### config.mk
export PLATFORM = sky130hd
export DESIGN_NAME = biquad_iir_filter_top
export DESIGN_NICKNAME = d
export VERILOG_FILES = /design/src/rtl/bqd_pkg.sv /design/src/rtl/biquad_iir_filter_top.sv /design/src/rtl/bqd_mul.sv
export SDC_FILE = /design/constraint.sdc
export NUM_CORES = 2
export LEC_CHECK = 0
export BUFFER_PORTS_ARGS = -buffer_cell sky130_fd_sc_hd__buf_4
export CORE_UTILIZATION = 65
export DETAILED_ROUTE_END_ITERATION = 10
export MAX_ROUTING_LAYER = met4
export PLACE_DENSITY = 0.82
export SETUP_SLACK_MARGIN = 0.02
export SLEW_MARGIN = 0
export SYNTH_ARGS = -nofsm -noshare
export SYNTH_HDL_FRONTEND = slang
export SYNTH_SLANG_ARGS = --single-unit
### constraint.sdc
create_clock -name aclk -period 17.9 [get_ports aclk]
set_input_delay 1.79 -clock aclk [delete_from_list [all_inputs] [get_ports aclk]]
set_output_delay 1.79 -clock aclk [all_outputs]
set_load 0.005 [all_outputs]
### src/rtl/bqd_pkg.sv
// Shared types and constants of the biquad section.
`timescale 1ns / 1ps

package bqd_pkg;

    localparam int COEF_W    = 16;
    localparam int CFG_IDX_W = 3;
    localparam int ACC_W     = 64;

    typedef enum logic [CFG_IDX_W-1:0] {
        CFG_B0   = 3'd0,
        CFG_B1   = 3'd1,
        CFG_B2   = 3'd2,
        CFG_A1   = 3'd3,
        CFG_A2   = 3'd4,
        CFG_GAIN = 3'd5
    } cfg_idx_t;

    typedef enum logic [2:0] {
        ST_IDLE = 3'b001,
        ST_CALC = 3'b010,
        ST_EMIT = 3'b100
    } state_t;

    localparam logic signed [COEF_W-1:0] COEF_ONE = 16'sd16384;

endpackage

### src/rtl/biquad_iir_filter_top.sv
// Direct form 1 biquad section with one shared multiplier.
`timescale 1ns / 1ps

// Biquad IIR section, direct form 1: y = gain*(b0*x0 + b1*x1 + b2*x2) - (a1*y1 + a2*y2).
// Coefficients and gain are signed Q2.14 registers written through the cfg port (index
// 0..5: b0, b1, b2, a1, a2, gain; other indexes are dropped). The user must write them
// only while the block is idle; the block does not enforce this. The sum is formed
// exactly, rounded half up at 2^(2*COEF_FRAC_BITS) and saturated to SAMPLE_WIDTH bits;
// the saturated value is both the output and the feedback history. Each sample takes six
// passes through the single 16 x (SAMPLE_WIDTH+18) bit multiplier, a rounding and a
// feedback subtract step, and an emit state that saturates and loads the output
// register. s_tready stays low for the whole computation; a finished result waits in the
// output register, and a new sample can be taken while it waits.
module biquad_iir_filter_top #(
    parameter int SAMPLE_WIDTH   = 16,
    parameter int COEF_FRAC_BITS = 14,
    localparam int TDATA_W       = ((SAMPLE_WIDTH + 7) / 8) * 8
) (
    input  logic                               aclk,
    input  logic                               aresetn,
    // slave side
    input  logic                               s_tvalid,
    output logic                               s_tready,
    input  logic [TDATA_W-1:0]                 s_tdata,  // sample_in
    // master side
    output logic                               m_tvalid,
    input  logic                               m_tready,
    output logic [TDATA_W-1:0]                 m_tdata,  // sample_out
    // configuration writes
    input  logic                               cfg_valid,
    output logic                               cfg_ready,
    input  logic [bqd_pkg::CFG_IDX_W-1:0]      cfg_index,
    input  logic [bqd_pkg::COEF_W-1:0]         cfg_data
);

    localparam int COEF_W = bqd_pkg::COEF_W;
    localparam int ACC_W  = bqd_pkg::ACC_W;
    localparam int SUM_W  = SAMPLE_WIDTH + COEF_W + 2;
    localparam int PROD_W = COEF_W + SUM_W;

    localparam logic signed [ACC_W-1:0] S_LIM = 64'sd1 <<< 46;
    localparam logic signed [ACC_W-1:0] F_LIM = 64'sd1 <<< (62 - COEF_FRAC_BITS);
    localparam logic signed [ACC_W-1:0] ROUND = 64'sd1 <<< (2 * COEF_FRAC_BITS - 1);
    localparam logic signed [ACC_W-1:0] Y_MAX = (64'sd1 <<< (SAMPLE_WIDTH - 1)) - 64'sd1;
    localparam logic signed [ACC_W-1:0] Y_MIN = -Y_MAX - 64'sd1;

    localparam logic [2:0] STEP_B0    = 3'd0;
    localparam logic [2:0] STEP_B1    = 3'd1;
    localparam logic [2:0] STEP_B2    = 3'd2;
    localparam logic [2:0] STEP_A1    = 3'd3;
    localparam logic [2:0] STEP_A2    = 3'd4;
    localparam logic [2:0] STEP_GAIN  = 3'd5;
    localparam logic [2:0] STEP_ROUND = 3'd6;
    localparam logic [2:0] STEP_FB    = 3'd7;

    bqd_pkg::state_t state_reg;
    logic [2:0]      step_reg;

    logic signed [COEF_W-1:0] b0_reg, b1_reg, b2_reg, a1_reg, a2_reg, gain_reg;
    logic signed [SAMPLE_WIDTH-1:0] x0_reg, x1_reg, x2_reg, y1_reg, y2_reg;
    logic signed [SUM_W-1:0]  s_reg, f_reg;
    logic signed [ACC_W-1:0]  acc_reg;
    logic [SAMPLE_WIDTH-1:0]  m_data_reg;
    logic                     m_valid_reg;

    logic signed [COEF_W-1:0] mul_coef;
    logic signed [SUM_W-1:0]  mul_op;
    logic signed [PROD_W-1:0] prod;
    logic signed [SUM_W-1:0]  prod_sum;
    logic signed [ACC_W-1:0]  prod_wide;
    logic signed [ACC_W-1:0]  s_wide, s_clamp, f_wide, f_clamp;
    logic signed [ACC_W-1:0]  y_full, y_sat;
    logic                     emit_fire;

    bqd_mul #(.OP_W(SUM_W)) u_mul (
        .aclk    (aclk),
        .coef    (mul_coef),
        .operand (mul_op),
        .prod    (prod)
    );

    // operand select: the product lands in the cycle after its step
    always_comb begin
        unique case (step_reg)
            STEP_B0: begin
                mul_coef = b0_reg;
                mul_op   = SUM_W'(x0_reg);
            end
            STEP_B1: begin
                mul_coef = b1_reg;
                mul_op   = SUM_W'(x1_reg);
            end
            STEP_B2: begin
                mul_coef = b2_reg;
                mul_op   = SUM_W'(x2_reg);
            end
            STEP_A1: begin
                mul_coef = a1_reg;
                mul_op   = SUM_W'(y1_reg);
            end
            STEP_A2: begin
                mul_coef = a2_reg;
                mul_op   = SUM_W'(y2_reg);
            end
            default: begin
                mul_coef = gain_reg;
                mul_op   = s_reg;
            end
        endcase
    end

    assign prod_sum  = SUM_W'(prod);
    assign prod_wide = ACC_W'(prod);

    assign s_wide  = ACC_W'(s_reg);
    assign s_clamp = (s_wide < -S_LIM) ? -S_LIM : ((s_wide > S_LIM) ? S_LIM : s_wide);
    assign f_wide  = ACC_W'(f_reg);
    assign f_clamp = (f_wide < -F_LIM) ? -F_LIM : ((f_wide > F_LIM) ? F_LIM : f_wide);

    assign y_full = acc_reg >>> (2 * COEF_FRAC_BITS);
    assign y_sat  = (y_full < Y_MIN) ? Y_MIN : ((y_full > Y_MAX) ? Y_MAX : y_full);

    assign emit_fire = (state_reg == bqd_pkg::ST_EMIT) && (!m_valid_reg || m_tready);

    // control and filter history
    always_ff @(posedge aclk) begin
        if (!aresetn) begin
            state_reg   <= bqd_pkg::ST_IDLE;
            step_reg    <= STEP_B0;
            m_valid_reg <= 1'b0;
            x1_reg      <= '0;
            x2_reg      <= '0;
            y1_reg      <= '0;
            y2_reg      <= '0;
        end else begin
            if (emit_fire) begin
                m_valid_reg <= 1'b1;
            end else if (m_tready) begin
                m_valid_reg <= 1'b0;
            end
            unique case (state_reg)
                bqd_pkg::ST_IDLE: begin
                    if (s_tvalid) begin
                        state_reg <= bqd_pkg::ST_CALC;
                        step_reg  <= STEP_B0;
                    end
                end
                bqd_pkg::ST_CALC: begin
                    step_reg <= step_reg + 3'd1;
                    if (step_reg == STEP_FB) begin
                        state_reg <= bqd_pkg::ST_EMIT;
                    end
                end
                bqd_pkg::ST_EMIT: begin
                    // hold until the output register is free
                    if (emit_fire) begin
                        x2_reg      <= x1_reg;
                        x1_reg      <= x0_reg;
                        y2_reg      <= y1_reg;
                        y1_reg      <= SAMPLE_WIDTH'(y_sat);
                        state_reg   <= bqd_pkg::ST_IDLE;
                    end
                end
                default: begin
                    state_reg <= bqd_pkg::ST_IDLE;
                end
            endcase
        end
    end

    // datapath accumulators
    always_ff @(posedge aclk) begin
        if (s_tvalid && s_tready) begin
            x0_reg <= s_tdata[SAMPLE_WIDTH-1:0];
        end
        if (state_reg == bqd_pkg::ST_CALC) begin
            unique case (step_reg)
                STEP_B1:    s_reg   <= prod_sum;
                STEP_B2:    s_reg   <= s_reg + prod_sum;
                STEP_A1:    s_reg   <= s_reg + prod_sum;
                STEP_A2: begin
                    s_reg <= SUM_W'(s_clamp);
                    f_reg <= prod_sum;
                end
                STEP_GAIN:  f_reg   <= f_reg + prod_sum;
                STEP_ROUND: begin
                    acc_reg <= prod_wide + ROUND;
                    f_reg   <= SUM_W'(f_clamp);
                end
                STEP_FB:    acc_reg <= acc_reg - (f_wide <<< COEF_FRAC_BITS);
                default: ;
            endcase
        end
        if (emit_fire) begin
            m_data_reg <= SAMPLE_WIDTH'(y_sat);
        end
    end

    // coefficient registers
    always_ff @(posedge aclk) begin
        if (!aresetn) begin
            b0_reg   <= bqd_pkg::COEF_ONE;
            b1_reg   <= '0;
            b2_reg   <= '0;
            a1_reg   <= '0;
            a2_reg   <= '0;
            gain_reg <= bqd_pkg::COEF_ONE;
        end else if (cfg_valid) begin
            unique case (bqd_pkg::cfg_idx_t'(cfg_index))
                bqd_pkg::CFG_B0:   b0_reg   <= cfg_data;
                bqd_pkg::CFG_B1:   b1_reg   <= cfg_data;
                bqd_pkg::CFG_B2:   b2_reg   <= cfg_data;
                bqd_pkg::CFG_A1:   a1_reg   <= cfg_data;
                bqd_pkg::CFG_A2:   a2_reg   <= cfg_data;
                bqd_pkg::CFG_GAIN: gain_reg <= cfg_data;
                default: ;
            endcase
        end
    end

    assign s_tready  = (state_reg == bqd_pkg::ST_IDLE);
    assign cfg_ready = 1'b1;
    assign m_tvalid  = m_valid_reg;
    assign m_tdata   = TDATA_W'(m_data_reg);

endmodule

### src/rtl/bqd_mul.sv
// Shared signed multiplier with a registered product.
`timescale 1ns / 1ps

module bqd_mul #(
    parameter int OP_W = 34
) (
    input  logic                                  aclk,
    input  logic signed [bqd_pkg::COEF_W-1:0]     coef,
    input  logic signed [OP_W-1:0]                operand,
    output logic signed [bqd_pkg::COEF_W+OP_W-1:0] prod
);

    logic signed [bqd_pkg::COEF_W+OP_W-1:0] prod_reg;

    always_ff @(posedge aclk) begin
        prod_reg <= coef * operand;
    end

    assign prod = prod_reg;

endmodule

# ---- Word-level counts from Yosys, hierarchy flattened
# Cells that the tools add are included.
dict set report op_classes {
  magnitude_cmp 6
  n_reduce_logical 24
  bitwise 0
  n_mul 1
  muxes 19
  eq_ne 20
  shift 0
  div 0
  addsub 5
}
# op n
set op_table {}
lappend op_table {{$pmux W34 S3} 2}
lappend op_table {{$pmux W34 S5} 1}
lappend op_table {{$mux W34} 4}
lappend op_table {{$pmux W64 S2} 1}
lappend op_table {{$pmux W16 S5} 1}
lappend op_table {{$add A34 B34 Y34} 2}
lappend op_table {{$sub A64 B48 Y64} 1}
lappend op_table {{$add A50 B29 Y51 const B} 1}
lappend op_table {{$gt A34 B50 Y1 const B} 1}
lappend op_table {{$mul A16 B34 Y50} 1}
lappend op_table {{$lt A34 B49 Y1 const B} 1}
lappend op_table {{$gt A34 B48 Y1 const B} 1}
lappend op_table {{$lt A34 B47 Y1 const B} 1}
lappend op_table {{$gt A36 B16 Y1 const B} 1}
lappend op_table {{$lt A36 B16 Y1 const B} 1}
lappend op_table {{$mux W16} 2}
lappend op_table {{$eq A3 B3 Y1 const B} 7}
lappend op_table {{$reduce_and A2 Y1} 9}
lappend op_table {{$eq A3 B2 Y1 const B} 5}
lappend op_table {{$mux W3} 4}
lappend op_table {{$eq A3 B1 Y1 const B} 3}
lappend op_table {{$pmux W3 S3} 1}
lappend op_table {{$reduce_and A3 Y1} 3}
lappend op_table {{$logic_not A3 Y1} 2}
lappend op_table {{11 further kinds} 19}
dict set report totals {
  out_inout_bits 19
  romBits 0
  ramBits 0
  latch_bits 0
  input_bits 40
  n_memories 0
  ff_bits 381
  word_cells 94
}

# ---- Depth between registers and ports, before layout
dict set report logic_depth {
  ltp_word 5
  mapped_depth 36
  depth_no_buf 31
}

# ---- Hierarchy
# Synthesis repeated with hierarchy kept, for this count alone.
dict set report unflattened {
  hier_cells 4658
  hier_area_um2 40521.4
}
# module n_inst seq_area_each_um2 cells_each area_per_inst_um2
set modules_own_cells {}
lappend modules_own_cells {biquad_iir_filter_top 1 7847.5 2409 20434.6}
lappend modules_own_cells {bqd_mul 1 1001.0 2249 20086.8}

# ---- Worst setup path after synthesis
# OpenSTA, ideal clock, no wires.
dict set report synth_path {
  path_kind {reg-to-reg}
  start {register step_reg[2]}
  end {register u_mul.prod_reg, in the netlist u_mul.prod[49]}
  stages_incl_launch_ff 35
  setup_ps 136
  t_required_ps 17764
  period_less_slack_ps 8338
  n_path_buf 7
  t_arrival_ps 8201
  slack_ps 9562
  cell_sequence {dfxtp_1 clkbuf_1 clkbuf_1 inv_1 ha_1 clkbuf_1 or2_1 or3_1 buf_2 buf_2 buf_2 buf_2 o21ai_2 nor2_1 fa_1 inv_1 fa_1 fa_1 inv_1 fa_1 fa_1 inv_1 fa_1 inv_1 ha_1 and4_1 and2_1 a221o_1 a21o_1 a22oi_1 nand2_1 a22oi_1 o21ai_1 nor4b_1 a311oi_1}
}
dict set report synth_via {
  elab_chain_cells 3
  word_cells_on_any_way 8
  cone_classes {mul (1); eq/ne (4); mux (2); reduce/logical (1)}
}
# element line
set synth_lines {}
lappend synth_lines {{start: declaration} biquad_iir_filter_top.sv:57} ;# logic [2:0] step_reg;
lappend synth_lines {{start signal: assignment} biquad_iir_filter_top.sv:149} ;# step_reg <= step_reg + 3'd1;
lappend synth_lines {{$eq A3 B3 Y1 (tied with other cells)} biquad_iir_filter_top.sv:84} ;# unique case (step_reg)
lappend synth_lines {{$pmux W16 S5 or $pmux W34 S5 (tied branches)} biquad_iir_filter_top.sv:84}
lappend synth_lines {{$mul A16 B34 Y50 *} bqd_mul.sv:16} ;# prod_reg <= coef * operand;
lappend synth_lines {{end signal: assignment} bqd_mul.sv:16}
lappend synth_lines {{end: declaration} bqd_mul.sv:13} ;# logic signed [bqd_pkg::COEF_W+OP_W-1:0] prod_reg;
# Every way passes the cells marked *; elsewhere a longest branch is shown, timed or not.
# A chain may end at the register's enable or synchronous reset.

# ---- Worst setup path in the final report
dict set report layout_path {
  start {register step_reg[0]}
  end {register u_mul.prod_reg, in the netlist u_mul.prod[49]}
}
# The elaborated chain is that of the path after synthesis.

==> impl_metrics.toml <==
[cts]
ctsResizeCount = 0
holdBufCountCts = 0
post-cts-setup-buffers = 0
cts_tree = "done"
clkTransAtPathRegs_ns = 0.06
clockBufferDepth = 3
cts_max_level = 2
numClockSinks = 367
root_buffer = "clkbuf_16"
clk_latency_ns = 0.57
cts_inserted_buffers = 40

[timing]
finalHoldViolCount = 0
finalCritPeriodShare_pct = 55.9
slew_violations = 0
rsz0062_at_grt = "false"
relSlewSlack_pct = 15.4
worst_slew_pin_slew_ns = 1.26
period_needed_ns = 10.01
finClkSkew_ns = 0.0295
setup_viol = 0
timing.fmax_ghz = 0.0999
setup_tns_ns = 0

[setup_path]
cp.required_ns = 18.32
critPathArrivalTime_ns = 10.43
cpMaxStageDelayCell = "nor3_4"
worst-setup-path-type = "reg2reg"
path_max_fanout = 26
critical-path-top-delay-family = "simple AND/OR/NAND/NOR gates"
cp-start-kind = "register"
crit_path_max_incr_delay_ns = 1.01
endpoint_kind = "register"
critPathBufInv = 7

[route]
routedWlPerCell_um = 20.7
drc_errors = 0
route.vias.total = 32445
drt_iter0_drc = 3703
wirelength_um = 109000
avgViaCountPerCell = 6.12
ant_nets = 0
dr.pass1.iters = 7

[logic_synthesis]
ys_seq_elements = 367
synthCells = 4562
syn_area_um2 = 39200
async_flop_share_pct = 0
synth_nets = 5359
synth.distinct_cells = 89
ys.warnings.count = 0
yosys-top-cells-count = "nand2_1 (688), inv_1 (683), nor2_1 (555)"
yosys.area.top_type = "fa_1"
synth_area_leaders = "fa_1 (26%), edfxtp_1 (11%), dfxtp_1 (11%)"
synth_edf_count = 150
synth.most_common_cell = "nand2_1"
avgSynthCellArea_um2 = 8.60
synth_top_area_share_pct = 26.4
ys.flop_type = "dfxtp_1"
yosysSeqAreaShare_pct = 22.6

[pwr]
leakagePower_nw = 18.5
p_per_area_nw_per_um2 = 107
p_total_mw = 4.45
vdd_drop_max_mv = 0.0660

[global_route]
antenna_found_initial = 0
grt_pass1_wl_um = 174000
track_usage_pct = 37.7
grt_pass1_vias = 32663
grt_max_degree = 87
grt.overflow.total = 0

[finish]
area_growth_pct = 5.80
nets = 5295
final_area_um2 = 41500
diodes = 0
drive_gt1_share_pct = 5.39
fin_cells = 5302

[placement]
dp_hpwl_um = 83300
gp_congestion = 0.962
numPlacedInstances = 5229
place_area_um2 = 40200
io_buffer_count = 57

[floorplanning]
die_w_um = 248
rows = 89
ios = 59
core_um2 = 59400
dieArea_um2 = 61300
die_h_um = 248
start_util_pct = 66.1

[status]
status = "finished clean"

[worst_hold_path]
min_path_type = "reg2reg"

[run]
maxCapViolations = 0
## logic make-up (layout without fill, tap and decap cells)
kind of cell	after synthesis	in the layout	synth area share (%)
compound gates	832	832	14.2
simple gates	1544	1544	16.5
other cells	1	1	0.00956
xor+xnor	162	162	3.62
buf+inv	882	849	8.58
flops	367	367	22.6
mux	17	17	0.462
fa+ha+maj	757	757	34.0
## path summary, 6_finish.rpt
check / slack (ns) / cells past startpoint / end / from
setup reg to reg: 7.89 / 31 / u_mul.prod[49] / step_reg[0]
hold reg to reg: 0.46 / 2 / b1_reg[9] / b1_reg[9]
hold / removal: 0.46 / 2 / b1_reg[9] / b1_reg[9]
setup / recovery: 7.89 / 31 / u_mul.prod[49] / step_reg[0]
## final cells by class
type	count	area [um^2]
sequential	367	8850
inverter	684	2570
clock inverter	11	85.1
clock buffer	62	1200
multi-input combinational	3313	27100
fill	4609	17800
tap	773	967
timing repair buffer	92	691
## where the power goes
group          switching [mW]  internal, mW  leakage, nW
Sequential              0.119         0.988         3.13
Combinational            1.52          1.00         14.8
Clock                   0.355         0.466        0.625
Total                    1.99          2.45         18.5
## worst reg2reg max path, delay by kind of cell (launching register included)
| kind | cells | cell delay, ns |
|---|---|---|
| AOI/OAI and AO/OA | 6 | 1.66 |
| adders and majority gates | 8 | 3.55 |
| buffers and inverters | 7 | 0.57 |
| DFF | 1 | 0.39 |
| and+or+nand+nor | 10 | 3.71 |
## through the flow
stage | util, % | hold WS [ns] | worst slack, ns
after floorplan | - | 0.440 | 9.56
after global placement | 67.8 | 0.451 | 8.30
after detailed placement | 67.8 | 0.457 | 8.06
after CTS | 69.9 | 0.465 | 8.02
after global routing | 69.9 | 0.486 | 7.39
final | 69.9 | 0.463 | 7.89
## cells in the final DEF, fill, tap and decap left out, types with 150 or more instances in the layout
| cell type | count |
|---|---|
| a21boi_0 | 162 |
| a21oi_1 | 174 |
| dfxtp_1 | 217 |
| edfxtp_1 | 150 |
| fa_1 | 517 |
| ha_1 | 239 |
| inv_1 | 682 |
| nand2_1 | 688 |
| nor2_1 | 548 |
| o21ai_0 | 182 |
## routing by layer
layer	routed length [um]	track usage, %	vias up
met5	0	-	-
met4	5200	15.5	0
met3	11800	6.91	329
met2	49600	58.0	1862
met1	42800	49.2	15664
li1	-	-	14590
Power figures use the tool's default switching activity.
